[src/rtl/ntri_pkg.sv]
`timescale 1ns / 1ps
// shared constants, codes and status structs of the negative triangle search
package ntri_pkg;

    localparam int NUM_CURRENCIES_DEF = 8;
    localparam int IDX_W  = 3;
    localparam int SLOT_W = 2 * IDX_W;
    localparam int COST_W = 32;
    localparam int SUM_W  = 34;

    localparam logic OP_LOAD   = 1'b0;
    localparam logic OP_SEARCH = 1'b1;

    // walker to evaluator: stage 1 pair info and finish request
    typedef struct packed {
        logic             valid;
        logic             head;
        logic [IDX_W-1:0] j;
        logic [IDX_W-1:0] k;
        logic             p23;
        logic             p1;
        logic [IDX_W-1:0] start;
        logic             fin_req;
    } walk_stat_t;

    // evaluator to walker: pipeline advance and finish done
    typedef struct packed {
        logic advance;
        logic fin_done;
    } eval_stat_t;

endpackage

[src/rtl/ntri_if.sv]
`timescale 1ns / 1ps
// command and result channel interfaces
interface ntri_in_if;
    logic                        valid;
    logic                        ready;
    logic                        operation;
    logic [ntri_pkg::IDX_W-1:0]  from_index;
    logic [ntri_pkg::IDX_W-1:0]  to_index;
    logic signed [ntri_pkg::COST_W-1:0] log_cost;
    logic                        rate_present;

    modport source (output valid, operation, from_index, to_index, log_cost, rate_present,
                    input ready);
    modport sink (input valid, operation, from_index, to_index, log_cost, rate_present,
                  output ready);
endinterface

interface ntri_out_if;
    logic                        valid;
    logic                        ready;
    logic                        found;
    logic [ntri_pkg::IDX_W-1:0]  first_index;
    logic [ntri_pkg::IDX_W-1:0]  second_index;
    logic [ntri_pkg::IDX_W-1:0]  third_index;
    logic signed [ntri_pkg::SUM_W-1:0] cycle_cost;
    logic                        last;

    modport source (output valid, found, first_index, second_index, third_index,
                    cycle_cost, last, input ready);
    modport sink (input valid, found, first_index, second_index, third_index,
                  cycle_cost, last, output ready);
endinterface

[src/rtl/negative_triangle_search_top.sv]
`timescale 1ns / 1ps
// top level of the negative triangle search over a stored edge cost matrix
//
//  channel  dir  handshake     word
//  cmd      in   valid/ready   operation, from_index, to_index, log_cost, rate_present
//  result   out  valid/ready   found, first/second/third_index, cycle_cost, last
//
// a load word leaves the command side ready and gives no result word
// a search walks (N-1)*(N-1) ram read slots, one per cycle while the evaluator does not stall it:
// per second currency one slot fetches the start edge, then one slot per third currency
// reads the two remaining edges on the two ram read ports; the walk then drains and
// the final word is registered, and the command side stays closed until then
// reset clears the present bits, state and valid flags; the cost ram has no reset
// a stalled result word lets the walk run on until two more hits wait behind it,
// then the whole walk pipeline freezes until the word is taken
module negative_triangle_search_top #(
    parameter int NUM_CURRENCIES = ntri_pkg::NUM_CURRENCIES_DEF
) (
    input  logic        clk,
    input  logic        rst_n,
    ntri_in_if.sink     cmd,
    ntri_out_if.source  result
);
    import ntri_pkg::*;

    // ram only spans the rows of currencies in use
    localparam int SLOT_DEPTH = NUM_CURRENCIES << IDX_W;
    localparam int SLOT_AW    = $clog2(SLOT_DEPTH);

    walk_stat_t         ws;
    eval_stat_t         ev;
    logic               ram_we;
    logic [SLOT_W-1:0]  ram_waddr;
    logic [COST_W-1:0]  ram_wdata;
    logic               ram_re;
    logic [SLOT_W-1:0]  ram_raddr_a;
    logic [SLOT_W-1:0]  ram_raddr_b;
    logic [COST_W-1:0]  rd_a;
    logic [COST_W-1:0]  rd_b;

    // walker: intake, present bits, pair order, ram addresses
    ntri_walker #(
        .NUM_CURRENCIES (NUM_CURRENCIES)
    ) u_walker (
        .clk         (clk),
        .rst_n       (rst_n),
        .cmd         (cmd),
        .ev          (ev),
        .ws          (ws),
        .ram_we      (ram_we),
        .ram_waddr   (ram_waddr),
        .ram_wdata   (ram_wdata),
        .ram_re      (ram_re),
        .ram_raddr_a (ram_raddr_a),
        .ram_raddr_b (ram_raddr_b)
    );

    // edge cost store, slot = {from, to}
    ntri_ram #(
        .WIDTH (COST_W),
        .DEPTH (SLOT_DEPTH)
    ) u_cost_ram (
        .clk     (clk),
        .we      (ram_we),
        .waddr   (ram_waddr[SLOT_AW-1:0]),
        .wdata   (ram_wdata),
        .re      (ram_re),
        .raddr_a (ram_raddr_a[SLOT_AW-1:0]),
        .raddr_b (ram_raddr_b[SLOT_AW-1:0]),
        .rdata_a (rd_a),
        .rdata_b (rd_b)
    );

    // evaluator: sum, sign test, hold one hit back so the last one can be marked
    ntri_eval u_eval (
        .clk    (clk),
        .rst_n  (rst_n),
        .ws     (ws),
        .rd_a   (rd_a),
        .rd_b   (rd_b),
        .ev     (ev),
        .result (result)
    );
endmodule

[src/rtl/ntri_ram.sv]
`timescale 1ns / 1ps
// generic ram: one write port, two registered read ports
module ntri_ram #(
    parameter int WIDTH = 32,
    parameter int DEPTH = 64,
    localparam int AW = $clog2(DEPTH)
) (
    input  logic             clk,
    input  logic             we,
    input  logic [AW-1:0]    waddr,
    input  logic [WIDTH-1:0] wdata,
    input  logic             re,
    input  logic [AW-1:0]    raddr_a,
    input  logic [AW-1:0]    raddr_b,
    output logic [WIDTH-1:0] rdata_a,
    output logic [WIDTH-1:0] rdata_b
);
    logic [WIDTH-1:0] mem [DEPTH];

    always_ff @(posedge clk)
    begin
        if (we)
        begin
            mem[waddr] <= wdata;
        end
        if (re)
        begin
            rdata_a <= mem[raddr_a];
            rdata_b <= mem[raddr_b];
        end
    end
endmodule

[src/rtl/ntri_walker.sv]
`timescale 1ns / 1ps
// command intake, present bits and the (j, k) pair walk with ram addressing
module ntri_walker #(
    parameter int NUM_CURRENCIES = ntri_pkg::NUM_CURRENCIES_DEF
) (
    input  logic                         clk,
    input  logic                         rst_n,
    ntri_in_if.sink                      cmd,
    input  ntri_pkg::eval_stat_t         ev,
    output ntri_pkg::walk_stat_t         ws,
    output logic                         ram_we,
    output logic [ntri_pkg::SLOT_W-1:0]  ram_waddr,
    output logic [ntri_pkg::COST_W-1:0]  ram_wdata,
    output logic                         ram_re,
    output logic [ntri_pkg::SLOT_W-1:0]  ram_raddr_a,
    output logic [ntri_pkg::SLOT_W-1:0]  ram_raddr_b
);
    import ntri_pkg::*;

    localparam int SLOT_DEPTH = NUM_CURRENCIES << IDX_W;
    localparam int SLOT_AW    = $clog2(SLOT_DEPTH);
    localparam logic [IDX_W:0] N_LIM = (IDX_W + 1)'(NUM_CURRENCIES);

    localparam logic [1:0] ST_IDLE  = 2'd0;
    localparam logic [1:0] ST_HEAD  = 2'd1;
    localparam logic [1:0] ST_PAIR  = 2'd2;
    localparam logic [1:0] ST_DRAIN = 2'd3;

    // smallest index at or above c that is neither a nor b
    function automatic logic [IDX_W:0] next_free(input logic [IDX_W:0] c,
                                                 input logic [IDX_W-1:0] a,
                                                 input logic [IDX_W-1:0] b);
        logic [IDX_W:0] r;
        r = c;
        if (r == {1'b0, a} || r == {1'b0, b})
        begin
            r = r + 1'b1;
        end
        if (r == {1'b0, a} || r == {1'b0, b})
        begin
            r = r + 1'b1;
        end
        return r;
    endfunction

    logic [1:0]             state_reg, state_next;
    logic [IDX_W-1:0]       start_reg;
    logic [IDX_W-1:0]       j_reg;
    logic [IDX_W-1:0]       k_reg;
    logic                   p1_reg;
    logic [SLOT_DEPTH-1:0]  pres_reg;
    logic                   s1_valid_reg;
    logic                   s1_head_reg;
    logic [IDX_W-1:0]       s1_j_reg;
    logic [IDX_W-1:0]       s1_k_reg;
    logic                   s1_p23_reg;

    logic                   accept;
    logic                   load_ok;
    logic [SLOT_W-1:0]      slot_in;
    logic [SLOT_W-1:0]      slot_ij;
    logic [SLOT_W-1:0]      slot_jk;
    logic [SLOT_W-1:0]      slot_ki;
    logic [IDX_W:0]         nk;
    logic [IDX_W:0]         nj;
    logic [IDX_W:0]         fj;
    logic [IDX_W:0]         fk;

    assign cmd.ready = (state_reg == ST_IDLE);
    assign accept    = cmd.valid && cmd.ready;
    assign load_ok   = ({1'b0, cmd.from_index} < N_LIM) && ({1'b0, cmd.to_index} < N_LIM)
                       && (cmd.from_index != cmd.to_index);
    assign slot_in   = {cmd.from_index, cmd.to_index};
    assign slot_ij   = {start_reg, j_reg};
    assign slot_jk   = {j_reg, k_reg};
    assign slot_ki   = {k_reg, start_reg};

    assign nk = next_free({1'b0, k_reg} + 1'b1, start_reg, j_reg);
    assign nj = next_free({1'b0, j_reg} + 1'b1, start_reg, start_reg);
    assign fj = next_free('0, cmd.from_index, cmd.from_index);
    assign fk = next_free('0, start_reg, j_reg);

    assign ram_we      = accept && (cmd.operation == OP_LOAD) && load_ok && cmd.rate_present;
    assign ram_waddr   = slot_in;
    assign ram_wdata   = cmd.log_cost;
    assign ram_re      = ev.advance && (state_reg == ST_HEAD || state_reg == ST_PAIR);
    assign ram_raddr_a = (state_reg == ST_HEAD) ? slot_ij : slot_jk;
    assign ram_raddr_b = slot_ki;

    always_comb
    begin
        state_next = state_reg;
        case (state_reg)
            ST_IDLE:
            begin
                if (accept && cmd.operation == OP_SEARCH)
                begin
                    state_next = ({1'b0, cmd.from_index} < N_LIM) ? ST_HEAD : ST_DRAIN;
                end
            end
            ST_HEAD:
            begin
                if (ev.advance)
                begin
                    state_next = ST_PAIR;
                end
            end
            ST_PAIR:
            begin
                if (ev.advance && nk >= N_LIM)
                begin
                    state_next = (nj < N_LIM) ? ST_HEAD : ST_DRAIN;
                end
            end
            ST_DRAIN:
            begin
                if (ev.fin_done)
                begin
                    state_next = ST_IDLE;
                end
            end
            default:
            begin
                state_next = ST_IDLE;
            end
        endcase
    end

    always_ff @(posedge clk or negedge rst_n)
    begin
        if (!rst_n)
        begin
            state_reg    <= ST_IDLE;
            pres_reg     <= '0;
            s1_valid_reg <= 1'b0;
        end
        else
        begin
            state_reg <= state_next;
            if (accept && cmd.operation == OP_LOAD && load_ok)
            begin
                pres_reg[slot_in[SLOT_AW-1:0]] <= cmd.rate_present;
            end
            if (ev.advance)
            begin
                s1_valid_reg <= (state_reg == ST_HEAD) || (state_reg == ST_PAIR);
            end
        end
    end

    always_ff @(posedge clk)
    begin
        if (accept && cmd.operation == OP_SEARCH)
        begin
            start_reg <= cmd.from_index;
            j_reg     <= fj[IDX_W-1:0];
        end
        if (ev.advance && state_reg == ST_HEAD)
        begin
            p1_reg      <= pres_reg[slot_ij[SLOT_AW-1:0]];
            k_reg       <= fk[IDX_W-1:0];
            s1_head_reg <= 1'b1;
        end
        if (ev.advance && state_reg == ST_PAIR)
        begin
            s1_head_reg <= 1'b0;
            s1_j_reg    <= j_reg;
            s1_k_reg    <= k_reg;
            s1_p23_reg  <= pres_reg[slot_jk[SLOT_AW-1:0]] && pres_reg[slot_ki[SLOT_AW-1:0]];
            if (nk < N_LIM)
            begin
                k_reg <= nk[IDX_W-1:0];
            end
            else
            begin
                j_reg <= nj[IDX_W-1:0];
            end
        end
    end

    assign ws.valid   = s1_valid_reg;
    assign ws.head    = s1_head_reg;
    assign ws.j       = s1_j_reg;
    assign ws.k       = s1_k_reg;
    assign ws.p23     = s1_p23_reg;
    assign ws.p1      = p1_reg;
    assign ws.start   = start_reg;
    assign ws.fin_req = (state_reg == ST_DRAIN);
endmodule

[src/rtl/ntri_eval.sv]
`timescale 1ns / 1ps
// cost sum, sign test, one-deep hold for last marking and result register
module ntri_eval (
    input  logic                         clk,
    input  logic                         rst_n,
    input  ntri_pkg::walk_stat_t         ws,
    input  logic [ntri_pkg::COST_W-1:0]  rd_a,
    input  logic [ntri_pkg::COST_W-1:0]  rd_b,
    output ntri_pkg::eval_stat_t         ev,
    ntri_out_if.source                   result
);
    import ntri_pkg::*;

    logic [COST_W-1:0]       c1_reg;
    logic                    s2_valid_reg;
    logic [IDX_W-1:0]        s2_j_reg;
    logic [IDX_W-1:0]        s2_k_reg;
    logic signed [SUM_W-1:0] s2_sum_reg;
    logic                    pend_valid_reg;
    logic [IDX_W-1:0]        pend_j_reg;
    logic [IDX_W-1:0]        pend_k_reg;
    logic signed [SUM_W-1:0] pend_sum_reg;
    logic                    out_valid_reg, out_valid_next;
    logic                    out_found_reg;
    logic [IDX_W-1:0]        out_first_reg;
    logic [IDX_W-1:0]        out_second_reg;
    logic [IDX_W-1:0]        out_third_reg;
    logic signed [SUM_W-1:0] out_cost_reg;
    logic                    out_last_reg;

    logic signed [SUM_W-1:0] sum;
    logic                    hit;
    logic                    advance;
    logic                    out_free;
    logic                    fin_done;
    logic                    push_pend;

    assign sum = $signed({{(SUM_W - COST_W){c1_reg[COST_W-1]}}, c1_reg})
               + $signed({{(SUM_W - COST_W){rd_a[COST_W-1]}}, rd_a})
               + $signed({{(SUM_W - COST_W){rd_b[COST_W-1]}}, rd_b});
    assign hit = ws.valid && !ws.head && ws.p1 && ws.p23 && sum[SUM_W-1];

    assign out_free  = !out_valid_reg || result.ready;
    assign advance   = !(s2_valid_reg && pend_valid_reg && !out_free);
    assign push_pend = advance && s2_valid_reg && pend_valid_reg;
    assign fin_done  = ws.fin_req && !ws.valid && !s2_valid_reg && out_free;

    assign ev.advance  = advance;
    assign ev.fin_done = fin_done;

    always_comb
    begin
        out_valid_next = out_valid_reg;
        if (push_pend || fin_done)
        begin
            out_valid_next = 1'b1;
        end
        else if (result.ready)
        begin
            out_valid_next = 1'b0;
        end
    end

    always_ff @(posedge clk or negedge rst_n)
    begin
        if (!rst_n)
        begin
            s2_valid_reg   <= 1'b0;
            pend_valid_reg <= 1'b0;
            out_valid_reg  <= 1'b0;
        end
        else
        begin
            out_valid_reg <= out_valid_next;
            if (advance)
            begin
                s2_valid_reg <= hit;
            end
            if (advance && s2_valid_reg)
            begin
                pend_valid_reg <= 1'b1;
            end
            else if (fin_done)
            begin
                pend_valid_reg <= 1'b0;
            end
        end
    end

    always_ff @(posedge clk)
    begin
        if (advance && ws.valid && ws.head)
        begin
            c1_reg <= rd_a;
        end
        if (advance)
        begin
            s2_j_reg   <= ws.j;
            s2_k_reg   <= ws.k;
            s2_sum_reg <= sum;
        end
        if (advance && s2_valid_reg)
        begin
            pend_j_reg   <= s2_j_reg;
            pend_k_reg   <= s2_k_reg;
            pend_sum_reg <= s2_sum_reg;
        end
        if (push_pend)
        begin
            out_found_reg  <= 1'b1;
            out_first_reg  <= ws.start;
            out_second_reg <= pend_j_reg;
            out_third_reg  <= pend_k_reg;
            out_cost_reg   <= pend_sum_reg;
            out_last_reg   <= 1'b0;
        end
        else if (fin_done)
        begin
            out_found_reg  <= pend_valid_reg;
            out_first_reg  <= ws.start;
            out_second_reg <= pend_valid_reg ? pend_j_reg : '0;
            out_third_reg  <= pend_valid_reg ? pend_k_reg : '0;
            out_cost_reg   <= pend_valid_reg ? pend_sum_reg : '0;
            out_last_reg   <= 1'b1;
        end
    end

    assign result.valid        = out_valid_reg;
    assign result.found        = out_found_reg;
    assign result.first_index  = out_first_reg;
    assign result.second_index = out_second_reg;
    assign result.third_index  = out_third_reg;
    assign result.cycle_cost   = out_cost_reg;
    assign result.last         = out_last_reg;
endmodule

[src/flat_wrapper.sv]
// flat-port wrapper written by rule: the top's interface ports become plain ports
module negative_triangle_search_top_flat import ntri_pkg::*;
#(
    parameter int NUM_CURRENCIES = ntri_pkg::NUM_CURRENCIES_DEF
)
  (clk, rst_n, cmd_valid, cmd_operation, cmd_from_index, cmd_to_index, cmd_log_cost, cmd_rate_present, cmd_ready, result_valid, result_found, result_first_index, result_second_index, result_third_index, result_cycle_cost, result_last, result_ready);
  ntri_in_if cmd_i ();
  ntri_out_if result_i ();
  input  logic clk;
  input  logic rst_n;
  input wire logic [$bits(cmd_i.valid)-1:0] cmd_valid;
  input wire logic [$bits(cmd_i.operation)-1:0] cmd_operation;
  input wire logic [$bits(cmd_i.from_index)-1:0] cmd_from_index;
  input wire logic [$bits(cmd_i.to_index)-1:0] cmd_to_index;
  input wire logic [$bits(cmd_i.log_cost)-1:0] cmd_log_cost;
  input wire logic [$bits(cmd_i.rate_present)-1:0] cmd_rate_present;
  output wire logic [$bits(cmd_i.ready)-1:0] cmd_ready;
  output wire logic [$bits(result_i.valid)-1:0] result_valid;
  output wire logic [$bits(result_i.found)-1:0] result_found;
  output wire logic [$bits(result_i.first_index)-1:0] result_first_index;
  output wire logic [$bits(result_i.second_index)-1:0] result_second_index;
  output wire logic [$bits(result_i.third_index)-1:0] result_third_index;
  output wire logic [$bits(result_i.cycle_cost)-1:0] result_cycle_cost;
  output wire logic [$bits(result_i.last)-1:0] result_last;
  input wire logic [$bits(result_i.ready)-1:0] result_ready;
  assign cmd_i.valid = cmd_valid;
  assign cmd_i.operation = cmd_operation;
  assign cmd_i.from_index = cmd_from_index;
  assign cmd_i.to_index = cmd_to_index;
  assign cmd_i.log_cost = cmd_log_cost;
  assign cmd_i.rate_present = cmd_rate_present;
  assign cmd_ready = cmd_i.ready;
  assign result_valid = result_i.valid;
  assign result_found = result_i.found;
  assign result_first_index = result_i.first_index;
  assign result_second_index = result_i.second_index;
  assign result_third_index = result_i.third_index;
  assign result_cycle_cost = result_i.cycle_cost;
  assign result_last = result_i.last;
  assign result_i.ready = result_ready;
  negative_triangle_search_top #(.NUM_CURRENCIES(NUM_CURRENCIES)) u_core (.clk(clk), .rst_n(rst_n), .cmd(cmd_i), .result(result_i));
endmodule
[config.mk]
export PLATFORM = sky130hd
export DESIGN_NAME = negative_triangle_search_top_flat
export DESIGN_NICKNAME = d
export VERILOG_FILES = /design/src/rtl/ntri_pkg.sv /design/src/rtl/ntri_if.sv /design/src/rtl/negative_triangle_search_top.sv /design/src/rtl/ntri_ram.sv /design/src/rtl/ntri_walker.sv /design/src/rtl/ntri_eval.sv /design/src/flat_wrapper.sv
export SDC_FILE = /design/constraint.sdc
export NUM_CORES = 2
export LEC_CHECK = 0
export ABC_AREA = 0
export BUFFER_PORTS_ARGS = -buffer_cell sky130_fd_sc_hd__buf_4
export CAP_MARGIN = 20
export CORE_MARGIN = 10
export CORE_UTILIZATION = 35
export DETAILED_ROUTE_END_ITERATION = 7
export MAX_ROUTING_LAYER = met4
export PLACE_DENSITY = 0.59
export SYNTH_ARGS = -nofsm -noshare
export SYNTH_HDL_FRONTEND = slang
export SYNTH_SLANG_ARGS = --single-unit
export TNS_END_PERCENT = 30
[constraint.sdc]
create_clock -name clk -period 6 [get_ports clk]
set_clock_uncertainty 0.15 [all_clocks]
set_input_delay 0.9 -clock clk [delete_from_list [all_inputs] [get_ports clk]]
set_output_delay 0.9 -clock clk [all_outputs]
set_load 0.01 [all_outputs]
==> flow_metrics.env <==
export IMPL_status="complete, no violations"
export IMPL_finish_utilization_pct=40.3
export IMPL_synthXorXnorAreaFrac_pct=0.406
export IMPL_p_leak_uw=0.0408
export IMPL_cts_resized=0
export IMPL_num_rows=205
export IMPL_yosysTopAreaCellShare_pct=62.1
export IMPL_ir_drop_mv=0.604
export IMPL_drv_slew=0
export IMPL_cts_setup_buffers=0
export IMPL_die_h_um=581
export IMPL_io_pins=91
export IMPL_route_detailed_wl_per_inst_um=34.0
export IMPL_r2r_start="u_core.u_walker.state_reg[1]"
export IMPL_reg2reg_slack_ps=1260
export IMPL_grt_max_degree=112
export IMPL_cts_sinks=2357
export IMPL_cp_end_kind="flip-flop"
export IMPL_ys_seq_area_share_pct=63.9
export IMPL_cts_root_buffer="clkbuf_16"
export IMPL_via_per_inst=6.20
export IMPL_io_buffers=90
export IMPL_period_share_pct=79.0
export IMPL_worstMarginPinSlew_ps=1220
export IMPL_grt_pass1_vias=66100
export IMPL_yosys_top_cells_area="edfxtp_1 (62%), mux4_2 (19%), mux2i_1 (3.7%)"
export IMPL_cts_tree="built"
export IMPL_cp_start_kind="flip-flop"
export IMPL_max_freq_mhz=211
export IMPL_synth_area_mm2=0.110
export IMPL_crit_type="reg2reg"
export IMPL_p_per_area_mw_per_mm2=486
export IMPL_die_area_mm2=0.337
export IMPL_setup_viol=0
export IMPL_largest_reg_flops=2048
export IMPL_hold_slack_ps=63.5
export IMPL_synth_mux_area_share_pct=23.0
export IMPL_yosys_top_cells_count="edfxtp_1 (2278), mux4_2 (918), mux2i_1 (408)"
export IMPL_num_vias=67200
export IMPL_whs_endpoint="u_core.u_walker.start_reg[0]"
export IMPL_hold_buffers=1
export IMPL_async_reset_ff_share_pct=2.97
export IMPL_area_delta_synth_final_pct=14.5
export IMPL_synth_cells=6178
export IMPL_synth_main_ff_cell="edfxtp_1"
export IMPL_synth_fa_ha_area_share_pct=1.10
export IMPL_synth_warnings=0
export IMPL_grt_overflow=0
export IMPL_hpwl_um=196000
export IMPL_grt_usage_pct=21.6
export IMPL_period_minus_slack_ps=4740
export IMPL_antenna_left=0
export IMPL_drc=0
export IMPL_place_congestion=0.833
export IMPL_cap_violations=0
export IMPL_syn_avg_cell_area_um2=17.8
export IMPL_yosysTopAreaCell="edfxtp_1"
export IMPL_antenna_found_initial=19
export IMPL_drt_iter0_markers=9527
export IMPL_crit_arrival_ps=5200
export IMPL_die_w_um=581
export IMPL_clk_pin_slew_ps=60
export IMPL_clock_latency_ps=950
export IMPL_hp_class="in2reg"
export IMPL_placed_area_mm2=0.118
export IMPL_synth_seq_cells=2357
export IMPL_stdcell_area_mm2=0.126
export IMPL_min_delay_start="cmd_from_index[0]"
export IMPL_hold_depth=1
export IMPL_cts_inserted_buffers=248
export IMPL_startpoint="u_core.u_walker.state_reg[1]"
export IMPL_drive_gt1_share_pct=25.4
export IMPL_drt_total_wl_um=369000
export IMPL_rsz0062_at_grt="false"
export IMPL_core_area_mm2=0.313
export IMPL_reg2reg_to="u_core.u_cost_ram.rdata_a[26]"
export IMPL_synth_edf_count=2278
export IMPL_timing_final_hold_violations=0
export IMPL_initial_core_util_pct=35.2
export IMPL_synth_most_common_cell="edfxtp_1"
export IMPL_drtPass1Iterations=6
export IMPL_synth_top_family_by_area="multiplexers"
export IMPL_tns_ps=0
export IMPL_slew_headroom_pct=19.0
export IMPL_worstRegToRegCells=11
export IMPL_synth_compound_area_share_pct=6.27
export IMPL_grt_pass1_wl_um=514000
export IMPL_ys_types=80
export IMPL_final_nets=6606
export IMPL_critical_path_peak_fanout=78
export IMPL_clock_path_buffers=4
export IMPL_htreeDepth=4
export IMPL_crit_required_ps=6460
export IMPL_yosys_area_share_simple_pct=3.36
## worst max-delay path, stage by stage, from the launching register on
cell and delay, ps:
dfrtp_1 420, inv_1 120, ha_1 740, mux2i_4 430, buf_12 320, buf_12 490
mux4_2 600, and2_1 170, a211oi_1 330, a31oi_1 90, a21oi_1 170, a21oi_1 90
## stage by stage
stage                     setup WS (ps)  total power [µW]  instances
after floorplan                    1460             37200       6434
after global placement             1360             45600      10400
after detailed placement           1270             45700      10400
after CTS                          1270             61200      10800
after global routing                972             63600      10800
final                              1260             61200      10800
## layer usage
layer | vias up | GRT usage [%] | wire, µm
li1 | 26400 | - | -
met2 | 3953 | 32.0 | 166000
met5 | - | - | 0
met4 | 0 | 9.01 | 18400
met3 | 839 | 4.87 | 38400
met1 | 36000 | 28.9 | 146000
## cell usage in the layout, fill, tap and decap left out, types with 33 or more instances in the layout
master,n
xnor2_1,33
mux2_2,48
nor2_4,56
dfrtp_1,70
fa_1,33
o22ai_1,109
clkinv_2,46
o221ai_1,196
mux4_2,918
clkinv_1,66
mux2i_1,405
a21oi_1,249
buf_12,69
ha_1,44
a211oi_1,186
a31oi_1,68
clkbuf_16,250
o21ai_0,43
a311oi_1,67
buf_4,219
and2_1,171
nand2_1,312
nor3_1,54
clkbuf_1,43
nor2_1,130
edfxtp_1,2278
conb_1,257
## where the power goes
| part | internal (µW) | switching, µW |
|---|---|---|
| registers | 19700 | 951 |
| clock network | 8980 | 6530 |
| logic | 10300 | 14800 |
## worst max-delay path by stage
stage	end	slack (ps)	cells after the start
after floorplan	u_core.u_walker.j_reg[1]	1460	17
after global placement	u_core.u_cost_ram.rdata_a[28]	1360	11
after detailed placement	u_core.u_cost_ram.rdata_a[22]	1270	11
after CTS	u_core.u_cost_ram.rdata_a[22]	1270	11
after global routing	u_core.u_cost_ram.rdata_a[23]	970	11
final	u_core.u_cost_ram.rdata_a[26]	1260	11
## layout make-up
class                           instances  area, µm²
Antenna cell                            9       22.5
Clock buffer                          294       6430
Clock inverter                        162       1650
Fill cell                           27800     187000
Inverter                               29        116
Multi-Input combinational cell       3555      39100
Sequential cell                      2357      70400
Tap cell                             4140       5180
Timing Repair Buffer                  294       3170
## cell families (layout without fill, tap and decap cells)
logic type      Yosys count  in the layout
simple gates            799            799
compound gates          994            994
buf+inv                 522            779
fa+ha+maj                77             77
other cells               1            266
flops                  2357           2357
mux                    1380           1380
xor+xnor                 48             48
No activity file was read; power rests on OpenSTA's default activity.
